===== src/rtl/core/oqkm_pkg.sv =====
`timescale 1ns / 1ps
// ----------------------------------------------------------------------------
// oqkm_pkg - shared types for the ordered queue with key match
// Request codes, status codes, controller states and the result record.
// ----------------------------------------------------------------------------
package oqkm_pkg;

    typedef enum logic [1:0] {
        ACT_ENQUEUE = 2'd0,
        ACT_DEQUEUE = 2'd1,
        ACT_QUERY   = 2'd2,
        ACT_DROP    = 2'd3
    } t_action;

    typedef enum logic [1:0] {
        ST_OK       = 2'd0,
        ST_FULL     = 2'd1,
        ST_NO_MATCH = 2'd2,
        ST_RANGE    = 2'd3
    } t_status;

    typedef enum logic [2:0] {
        S_IDLE,
        S_EXEC,
        S_SCAN,
        S_SHIFT,
        S_RESP
    } t_state;

    typedef struct packed {
        t_status     status;
        logic [31:0] out_addr;
        logic [31:0] out_handle;
        logic [4:0]  match_count;
        logic        match_found;
        logic [4:0]  occupancy;
    } t_result;

endpackage


===== src/rtl/core/oqkm_resp_reg.sv =====
`timescale 1ns / 1ps
// ----------------------------------------------------------------------------
// oqkm_resp_reg - result output register
// Holds one finished result until the consumer takes it.
// ----------------------------------------------------------------------------
module oqkm_resp_reg (
    input  logic             i_clk,
    input  logic             i_rst_n,
    input  logic             i_valid,
    output logic             o_ready,
    input  oqkm_pkg::t_result i_data,
    output logic             o_valid,
    input  logic             i_ready,
    output oqkm_pkg::t_result o_data
);

    logic              r_valid;
    oqkm_pkg::t_result r_data;

    assign o_ready = !r_valid || i_ready;
    assign o_valid = r_valid;
    assign o_data  = r_data;

    always_ff @(posedge i_clk) begin
        if (!i_rst_n) begin
            r_valid <= 1'b0;
        end else if (o_ready) begin
            r_valid <= i_valid;
        end
    end

    always_ff @(posedge i_clk) begin
        if (o_ready && i_valid) begin
            r_data <= i_data;
        end
    end

endmodule


===== src/rtl/core/ordered_queue_with_key_match.sv =====
`timescale 1ns / 1ps
// ----------------------------------------------------------------------------
// ordered_queue_with_key_match - ordered queue with search and removal by key
// Entries (destination, handle) live in one synchronous memory in arrival
// order. A controller scans and compacts the memory one entry per cycle.
// ----------------------------------------------------------------------------
//
//  channel   | direction | handshake           | payload
//  ----------+-----------+---------------------+--------------------------------
//  request   | in        | i_valid / o_ready   | action, dest_addr, packet_handle,
//            |           |                     | position
//  result    | out       | o_valid / i_ready   | status, out_addr, out_handle,
//            |           |                     | match_count, match_found,
//            |           |                     | occupancy
//
//  Sequence: an enqueue or an out-of-range drop passes through S_EXEC and
//  S_RESP to the result register. Dequeue and query scan the stored entries
//  through the memory read port; a dequeue hit stops the scan there. A
//  removal then compacts the entries behind it through the read/write port
//  pair. After S_RESP the controller returns to S_IDLE for the next request.
//  Reset: synchronous active low; clears the fill count and control only,
//  slot memory contents are left as they are.
//  Stalls: a new request is taken once the previous result sits in the output
//  register, even while the consumer holds i_ready low.
// ----------------------------------------------------------------------------
module ordered_queue_with_key_match #(
    parameter int DEPTH = 16
) (
    input  logic        i_clk,
    input  logic        i_rst_n,
    // request channel
    input  logic        i_valid,
    output logic        o_ready,
    input  logic [1:0]  i_action,
    input  logic [31:0] i_dest_addr,
    input  logic [31:0] i_packet_handle,
    input  logic [3:0]  i_position,
    // result channel
    output logic        o_valid,
    input  logic        i_ready,
    output logic [1:0]  o_status,
    output logic [31:0] o_out_addr,
    output logic [31:0] o_out_handle,
    output logic [4:0]  o_match_count,
    output logic        o_match_found,
    output logic [4:0]  o_occupancy
);

    // fill counter must hold DEPTH itself; memory address only DEPTH-1
    localparam int FW = $clog2(DEPTH + 1);
    localparam int AW = (DEPTH > 1) ? $clog2(DEPTH) : 1;
    localparam int CW = (FW > 4) ? FW : 4;

    // ------------------------------------------------------------------
    // Slot memory: address in the high half, handle in the low half
    // ------------------------------------------------------------------
    logic [63:0]   r_slots [0:DEPTH-1];
    logic [63:0]   r_rdata;
    logic          mem_we;
    logic [AW-1:0] mem_waddr;
    logic [63:0]   mem_wdata;
    logic [AW-1:0] mem_raddr;

    always_ff @(posedge i_clk) begin
        if (mem_we) begin
            r_slots[mem_waddr] <= mem_wdata;
        end
        r_rdata <= r_slots[mem_raddr];
    end

    // ------------------------------------------------------------------
    // Controller state
    // ------------------------------------------------------------------
    oqkm_pkg::t_state  r_state,   n_state;
    oqkm_pkg::t_action r_act,     n_act;
    logic [31:0]       r_addr,    n_addr;
    logic [31:0]       r_handle,  n_handle;
    logic [3:0]        r_pos,     n_pos;
    logic [FW-1:0]     r_fill,    n_fill;
    logic [FW-1:0]     r_rd_idx,  n_rd_idx;   // next memory index to read
    logic [FW-1:0]     r_chk_idx, n_chk_idx;  // index of the data in r_rdata
    logic              r_pend,    n_pend;     // r_rdata holds a live read
    logic [FW-1:0]     r_cnt,     n_cnt;
    oqkm_pkg::t_result r_res,     n_res;

    logic              res_valid;
    logic              res_ready;
    oqkm_pkg::t_result res_data;
    oqkm_pkg::t_result out_data;
    logic              hit;
    logic [FW-1:0]     wr_idx;

    assign o_ready = (r_state == oqkm_pkg::S_IDLE);
    assign hit     = r_pend && (r_rdata[63:32] == r_addr);
    assign wr_idx  = r_chk_idx - 1'b1;

    always_ff @(posedge i_clk) begin
        if (!i_rst_n) begin
            r_state <= oqkm_pkg::S_IDLE;
            r_fill  <= '0;
            r_pend  <= 1'b0;
        end else begin
            r_state <= n_state;
            r_fill  <= n_fill;
            r_pend  <= n_pend;
        end
    end

    always_ff @(posedge i_clk) begin
        r_act     <= n_act;
        r_addr    <= n_addr;
        r_handle  <= n_handle;
        r_pos     <= n_pos;
        r_rd_idx  <= n_rd_idx;
        r_chk_idx <= n_chk_idx;
        r_cnt     <= n_cnt;
        r_res     <= n_res;
    end

    always_comb begin
        n_state   = r_state;
        n_act     = r_act;
        n_addr    = r_addr;
        n_handle  = r_handle;
        n_pos     = r_pos;
        n_fill    = r_fill;
        n_rd_idx  = r_rd_idx;
        n_chk_idx = r_chk_idx;
        n_pend    = r_pend;
        n_cnt     = r_cnt;
        n_res     = r_res;
        mem_we    = 1'b0;
        mem_waddr = wr_idx[AW-1:0];
        mem_wdata = r_rdata;
        mem_raddr = r_rd_idx[AW-1:0];
        res_valid = 1'b0;

        unique case (r_state)
            oqkm_pkg::S_IDLE: begin
                // hold the request for the whole operation
                if (i_valid) begin
                    n_act    = oqkm_pkg::t_action'(i_action);
                    n_addr   = i_dest_addr;
                    n_handle = i_packet_handle;
                    n_pos    = i_position;
                    n_state  = oqkm_pkg::S_EXEC;
                end
            end

            oqkm_pkg::S_EXEC: begin
                n_res    = '0;
                n_rd_idx = '0;
                n_pend   = 1'b0;
                n_cnt    = '0;
                unique case (r_act) inside
                    oqkm_pkg::ACT_ENQUEUE: begin
                        // append at the tail unless full
                        if (r_fill >= FW'(DEPTH)) begin
                            n_res.status = oqkm_pkg::ST_FULL;
                        end else begin
                            mem_we    = 1'b1;
                            mem_waddr = r_fill[AW-1:0];
                            mem_wdata = {r_addr, r_handle};
                            n_fill    = r_fill + 1'b1;
                        end
                        n_state = oqkm_pkg::S_RESP;
                    end
                    oqkm_pkg::ACT_DEQUEUE, oqkm_pkg::ACT_QUERY: begin
                        n_state = oqkm_pkg::S_SCAN;
                    end
                    oqkm_pkg::ACT_DROP: begin
                        if (CW'(r_pos) >= CW'(r_fill)) begin
                            n_res.status = oqkm_pkg::ST_RANGE;
                            n_state      = oqkm_pkg::S_RESP;
                        end else begin
                            // close the gap starting from the entry after it
                            n_rd_idx = FW'(r_pos) + 1'b1;
                            n_state  = oqkm_pkg::S_SHIFT;
                        end
                    end
                    default: n_state = oqkm_pkg::S_RESP;
                endcase
            end

            oqkm_pkg::S_SCAN: begin
                if (hit && (r_act == oqkm_pkg::ACT_DEQUEUE)) begin
                    // first match: capture it and drop the read in flight
                    n_res.status     = oqkm_pkg::ST_OK;
                    n_res.out_addr   = r_rdata[63:32];
                    n_res.out_handle = r_rdata[31:0];
                    n_rd_idx         = r_chk_idx + 1'b1;
                    n_pend           = 1'b0;
                    n_state          = oqkm_pkg::S_SHIFT;
                end else begin
                    if (hit) begin
                        n_cnt = r_cnt + 1'b1;
                    end
                    if (r_rd_idx < r_fill) begin
                        n_pend    = 1'b1;
                        n_chk_idx = r_rd_idx;
                        n_rd_idx  = r_rd_idx + 1'b1;
                    end else begin
                        n_pend = 1'b0;
                        if (!r_pend) begin
                            if (r_act == oqkm_pkg::ACT_DEQUEUE) begin
                                n_res.status = oqkm_pkg::ST_NO_MATCH;
                            end else begin
                                n_res.status      = oqkm_pkg::ST_OK;
                                n_res.match_count = 5'(r_cnt);
                                n_res.match_found = (r_cnt != '0);
                            end
                            n_state = oqkm_pkg::S_RESP;
                        end
                    end
                end
            end

            oqkm_pkg::S_SHIFT: begin
                // move each entry one place toward the head
                if (r_pend) begin
                    mem_we = 1'b1;
                end
                if (r_rd_idx < r_fill) begin
                    n_pend    = 1'b1;
                    n_chk_idx = r_rd_idx;
                    n_rd_idx  = r_rd_idx + 1'b1;
                end else begin
                    n_pend = 1'b0;
                    if (!r_pend) begin
                        n_fill  = r_fill - 1'b1;
                        n_state = oqkm_pkg::S_RESP;
                    end
                end
            end

            oqkm_pkg::S_RESP: begin
                // hand the result to the output register
                res_valid = 1'b1;
                if (res_ready) begin
                    n_state = oqkm_pkg::S_IDLE;
                end
            end

            default: n_state = oqkm_pkg::S_IDLE;
        endcase
    end

    always_comb begin
        res_data           = r_res;
        res_data.occupancy = 5'(r_fill);
    end

    oqkm_resp_reg u_resp_reg (
        .i_clk   (i_clk),
        .i_rst_n (i_rst_n),
        .i_valid (res_valid),
        .o_ready (res_ready),
        .i_data  (res_data),
        .o_valid (o_valid),
        .i_ready (i_ready),
        .o_data  (out_data)
    );

    assign o_status      = out_data.status;
    assign o_out_addr    = out_data.out_addr;
    assign o_out_handle  = out_data.out_handle;
    assign o_match_count = out_data.match_count;
    assign o_match_found = out_data.match_found;
    assign o_occupancy   = out_data.occupancy;

    // ------------------------------------------------------------------
    // Assertions
    // ------------------------------------------------------------------
    a_fill_bound: assert property (@(posedge i_clk) disable iff (!i_rst_n)
        r_fill <= FW'(DEPTH))
        else $error("fill count exceeds depth");

    a_write_window: assert property (@(posedge i_clk) disable iff (!i_rst_n)
        mem_we |-> (r_state == oqkm_pkg::S_EXEC || r_state == oqkm_pkg::S_SHIFT))
        else $error("slot write outside enqueue or compaction");

    a_fill_step: assert property (@(posedge i_clk) disable iff (!i_rst_n)
        !$stable(r_fill) |-> (r_fill == FW'($past(r_fill) + 1'b1)
                              || r_fill == FW'($past(r_fill) - 1'b1)))
        else $error("fill count moved by more than one");

    a_accept_exec: assert property (@(posedge i_clk) disable iff (!i_rst_n)
        (i_valid && o_ready) |=> (r_state == oqkm_pkg::S_EXEC))
        else $error("accepted request not executed");

endmodule


===== config.mk =====
export PLATFORM = sky130hd
export DESIGN_NAME = ordered_queue_with_key_match
export DESIGN_NICKNAME = d
export VERILOG_FILES = /design/src/rtl/core/oqkm_pkg.sv /design/src/rtl/core/oqkm_resp_reg.sv /design/src/rtl/core/ordered_queue_with_key_match.sv
export SDC_FILE = /design/constraint.sdc
export NUM_CORES = 1
export LEC_CHECK = 0
export ABC_AREA = 1
export BUFFER_PORTS_ARGS = -buffer_cell sky130_fd_sc_hd__buf_2
export CAP_MARGIN = 40
export CORE_MARGIN = 2
export CORE_UTILIZATION = 44
export DETAILED_ROUTE_END_ITERATION = 10
export SYNTH_ARGS = -nofsm -noshare
export SYNTH_HDL_FRONTEND = slang
export SYNTH_SLANG_ARGS = --single-unit

===== constraint.sdc =====
create_clock -name i_clk -period 6.8 [get_ports i_clk]
set_input_delay 1.36 -clock i_clk [delete_from_list [all_inputs] [get_ports i_clk]]
set_output_delay 1.36 -clock i_clk [all_outputs]
set_load 0.03 [all_outputs]

# ---- Yosys cells after proc, flatten, opt, wreduce, memory -nomap -nowiden
# Memory sizes are Yosys's and may differ from the RTL's. A register that Yosys moved wholly into a read port is not among the register bits.
# Cells that the tools add are included.
dict set report classes {
  addsub 7
  n_lt_le_gt_ge 3
  n_eq_ne 22
  n_mux 53
  n_reduce_logical 21
}
# cell count
set ops {}
lappend ops {{64-bit two-way mux} 4}
lappend ops {{72-bit one-hot mux with 2 select lines} 1}
lappend ops {{5-bit two-way mux} 12}
lappend ops {{32-bit == test} 1}
lappend ops {{5-bit one-hot mux with 2 select lines} 3}
lappend ops {{6-bit two-way mux} 4}
lappend ops {{2-bit inequality test, second input constant} 11}
lappend ops {{5-bit by 1-bit adder with 5-bit output, second input constant} 4}
lappend ops {{3-bit two-way mux} 6}
lappend ops {{3-bit one-hot mux with 5 select lines} 1}
lappend ops {{5-bit one-hot mux with 3 select lines} 1}
lappend ops {{4-bit two-way mux} 3}
lappend ops {{2-bit two-way mux} 5}
lappend ops {{5-bit AND reduction} 2}
lappend ops {{1-bit two-way mux} 9}
lappend ops {{2-bit AND reduction} 4}
lappend ops {{3-bit by 2-bit == test with 1-bit output, second input constant} 2}
lappend ops {{3-bit inequality test, second input constant} 2}
lappend ops {{3-bit one-hot mux with 2 select lines} 1}
lappend ops {{3-bit AND reduction} 2}
lappend ops {{2-bit nonzero test} 3}
lappend ops {{4-bit by 1-bit adder with 5-bit output, second input constant} 1}
lappend ops {{4-bit by 5-bit greater-or-equal comparator with 1-bit output} 1}
lappend ops {{5-bit greater-or-equal comparator, second input constant} 1}
lappend ops {{19 further kinds} 22}
dict set report totals {
  reg_bits 244
  ram_bits 1024
  in_bits 74
  out_inout_bits 79
  mem_count 1
}
# memory words width read_ports rd_ports_with_merged_regs write_ports line
set memory_table {}
lappend memory_table {r_slots 16 64 1 1 1 ordered_queue_with_key_match.sv:57} ;# logic [63:0] r_slots [0:DEPTH-1];

# ---- Depth between registers and ports, before layout
dict set report depth {
  depth_word 6
  depth_mapped 13
  depth_no_buf 13
}

# ---- By module
# From an unflattened synthesis, not the netlist that was laid out.
dict set report hier_totals {
  hier_cells 3790
  area_unflattened_um2 50993.9
}
# module instances cells_each area_each_um2 seq_area_each_um2
set by_module_without_submodules {}
lappend by_module_without_submodules {ordered_queue_with_key_match 1 3706 48630.4 36925.4}
lappend by_module_without_submodules {oqkm_resp_reg 1 84 2363.5 2332.2}

# ---- Least setup slack after synthesis
# No wires, ideal clock.
dict set report synth_timing {
  path_type {input to register}
  start {input port i_ready}
  end {register u_resp_reg.r_data, in the netlist u_resp_reg.o_data[0] (enable)}
  arrival_ns 6.650
  required_ns 6.193
  slack_ns -0.457
  stages 2
  path_buffers 0
  path_cell_list {nor2_1 > nor3_1}
}
dict set report synth_via {
  elab_chain_cells 2
}
# element line
set synth_lines {}
lappend synth_lines {{from (decl)} ordered_queue_with_key_match.sv:40} ;# input logic i_ready,
lappend synth_lines {{1-bit logical OR} oqkm_resp_reg.sv:20} ;# assign o_ready = !r_valid || i_ready;
lappend synth_lines {{1-bit logical AND} oqkm_resp_reg.sv:33} ;# if (o_ready && i_valid) begin
lappend synth_lines {{to (signal assigned)} oqkm_resp_reg.sv:34} ;# r_data <= i_data;
lappend synth_lines {{to (decl)} oqkm_resp_reg.sv:18} ;# oqkm_pkg::t_result r_data;
# No other way between the ends.
# A chain may end at the register's enable or synchronous reset.

# ---- Worst setup path in the final report
dict set report layout_timing {
  start {register r_act[0]}
  end {memory r_slots[7][37] (enable)}
}
dict set report layout_via {
  elab_chain_cells 5
  word_cells_on_any_way 7
  cone_classes {6 x mux; 1 x reduce/logical}
}
# element line
set layout_lines {}
lappend layout_lines {{from (decl)} ordered_queue_with_key_match.sv:75} ;# oqkm_pkg::t_action r_act, n_act;
lappend layout_lines {{from (signal assigned)} ordered_queue_with_key_match.sv:110} ;# r_act <= n_act;
lappend layout_lines {{2-bit zero test (no line) (*)} -}
lappend layout_lines {{1-bit two-way mux} ordered_queue_with_key_match.sv:155} ;# unique case (r_act) inside
lappend layout_lines {{1-bit one-hot mux with 2 select lines} ordered_queue_with_key_match.sv:138} ;# unique case (r_state)
lappend layout_lines {{1-bit two-way mux} ordered_queue_with_key_match.sv:65} ;# if (mem_we) begin
lappend layout_lines {{1-bit two-way mux (implied by the code)} ordered_queue_with_key_match.sv:66} ;# r_slots[mem_waddr] <= mem_wdata;
lappend layout_lines {{to (decl)} ordered_queue_with_key_match.sv:57}
# Mark *: on every way between the ends. The rest lies on a longest branch, timed or not.

==> impl_metrics.ini <==
[global_route]
track_usage_pct = 20.2
grt_max_degree = 244
grt_pass1_vias = 29400
grt.overflow.total = 0
grt_pass1_wl_um = 181000
antenna_found_initial = 3

[detailed_routing]
drc = 0
drt-initial-drc-count = 3207
routedWlPerCell_um = 21.8
postRouteAntennaNets = 0
vias = 30700
first_pass_iters = 5
viasPerCell = 5.52
route.final.wire_length_um = 121000

[die]
die_w_um = 343
ios = 153
fp.dieH_um = 343
dieArea_um2 = 118000
num_rows = 124
core_um2 = 114000
start_util_pct = 44.4

[timing]
setup_viol = 0
finClkSkew_ns = 0.0294
final.setup.tns_ns = 0
post-route-period-util_pct = 54.7
period_minus_slack_ns = 3.72
timing_hold_violations_final = 0
max_freq_ghz = 0.269
tightest_slew_ns = 1.09
slew_headroom_pct = 27.5
slew_viol_final = 0
grt_setup_unrepaired = false

[critical_path]
crit_family = buffers and inverters
worst_ep_required_time_ns = 7.14
cp-end-kind = flip-flop
worst-path-max-fanout = 33
rrSetupSlack_ns = 3.08
path_cells = inv_1 > ha_1 > nand3_2 > o21ai_1 > nand3_1 > nor2_4 > buf_4 > buf_4
slowest_delay_ns = 0.62
critPathLaunchType = flip-flop
rr_worst_depth = 8
crit_type = flip-flop to flip-flop
critPathArrivalTime_ns = 4.07
worstSetupPathDepth = 8
cp_slowest_cell = buf_4
path_buf_inv = 3
crit_top_cell = buf_4

[cts]
cts_resized = 0
root_buffer = clkbuf_16
cts_tree = built
clk_pin_slew_ns = 0.06
clkSinkCount = 1332
clk_latency_ns = 0.73
postCtsSetupBuffers = 0
clockBufferDepth = 3
htreeDepth = 4
holdBufCountCts = 0
cts_inserted_buffers = 139

[logic_synthesis]
synth-seq-cells = 1332
yosysSeqAreaShare_pct = 77.4
syn_nets = 3834
synthAdderAreaFrac_pct = 0.533
muxShareOfSynthArea_pct = 0
synth-xor-area-share_pct = 0.276
yosys-top-cells-area = edfxtp_1 (74%), o21ai_0 (5.6%), nor2_1 (4.7%)
synthCells = 3739
synth_common_cells = edfxtp_1 (1,258), nor2_1 (641), o21ai_0 (570), nand2_1 (302), o22ai_1 (161)
synth.top_cell.area_share_pct = 74.5
yosysMostFrequentCell = edfxtp_1
syn_area_um2 = 50700
synthFlopType = edfxtp_1
syn_avg_cell_area_um2 = 13.6
yosysWarnings = 0
synth_cell_types = 41
synth-edff-count = 1258
synthArstFlopShare_pct = 0
synth_compound_area_share_pct = 10.4
synth_top_family_by_area = compound AO/OA/AOI/OAI gates
yosys.area_share.simple_pct = 8.44
yosys.area.top_type = edfxtp_1

[worst_hold_path]
hp-class = flip-flop to flip-flop
whs_path_depth = 0

[job]
drv_cap = 0

[layout]
drive_gt1_share_pct = 12.6
nNetsFinal = 4026
fillers = 9600
final_core_util_pct = 50.9
area_delta_synth_final_pct = 14.8

[placement]
port_buffers = 152
gp_congestion = 0.782
place_hpwl_um = 64200

[pwr]
p_per_area_nw_per_um2 = 370
max-vdd-ir-drop_mv = 0.239
p_leak_nw = 19.6

[outcome]
status = completed
[report_power, final]
group	total, mW	internal [mW]	leakage [nW]	switching [mW]
Clock	7.26	4.21	2.14	3.05
Sequential	10.5	10.3	12.1	0.186
Combinational	3.81	1.01	5.44	2.80
[stage by stage]
stage	power [mW]	std cells	setup WS, ns	hold WS (ns)	cell area [um2]
after global placement	14.3	5268	3.09	0.404	53400
after global routing	22.5	5556	2.81	0.423	58200
after floorplan	12.9	3739	1.89	0.400	50700
after detailed placement	14.5	5302	3.07	0.405	53800
after CTS	21.7	5556	3.02	0.407	58200
final	21.6	5558	3.08	0.404	58200
[final timing paths]
path                            from                         endpoint
max               r_act[0]$_DFFE_PP_         r_slots[7][37]$_DFFE_PP_
min reg2reg  r_res[50]$_SDFFCE_PN0P_  u_resp_reg.o_data[50]$_DFFE_PP_
max reg2reg       r_act[0]$_DFFE_PP_         r_slots[7][37]$_DFFE_PP_
min          r_res[50]$_SDFFCE_PN0P_  u_resp_reg.o_data[50]$_DFFE_PP_
[logic make-up (layout without fill, tap and decap cells)]
kind of cell,count (synthesis),after routing
flip-flops,1332,1332
AND/OR/NAND/NOR,1081,1081
AO/OA/AOI/OAI,919,919
buffers and inverters,370,675
adder cells (fa/ha/maj),21,21
XOR/XNOR,16,16
other,0,2
[routing by layer]
layer,up-vias,track usage (%),part of all wire (%)
met5,-,0,0
met4,0,6.52,2.4
met3,172,3.30,6.3
met2,1004,32.3,47
met1,15400,28.5,44
li1,14200,-,-
[flip-flops by register name, summed over array words and instances (netlist names), 2 cells and up]
register,cells
r_act,2
r_addr,32
r_chk_idx,5
r_cnt,5
r_fill,5
r_handle,32
r_pos,4
r_rd_idx,5
r_rdata,64
r_res,72
r_slots,1024
r_state,3
u_resp_reg.o_data,77
[placed cells by master (no fill, tap or decap), drive strengths merged, types with 99 or more instances in the layout]
cell type,synthesis,routed
buf,67,276
clkbuf,158,199
edfxtp,1258,1258
inv,145,145
nand2,303,303
nand3,121,121
nor2,643,643
o21ai,600,600
o221ai,99,99
o22ai,161,161
[layout make-up]
cell class              instances  area (um2)  area share, %
clock inverters                55         424          0.729
well taps                    1512        1890           3.25
diodes                          2        5.00        0.00860
clock buffers                 199        3960           6.80
flip-flops and latches       1332       39300           67.4
inverters                     145         568          0.976
repair buffers                276        1980           3.40
multi-input cells            2037       10100           17.4
No activity file was read; power rests on OpenSTA's default activity.
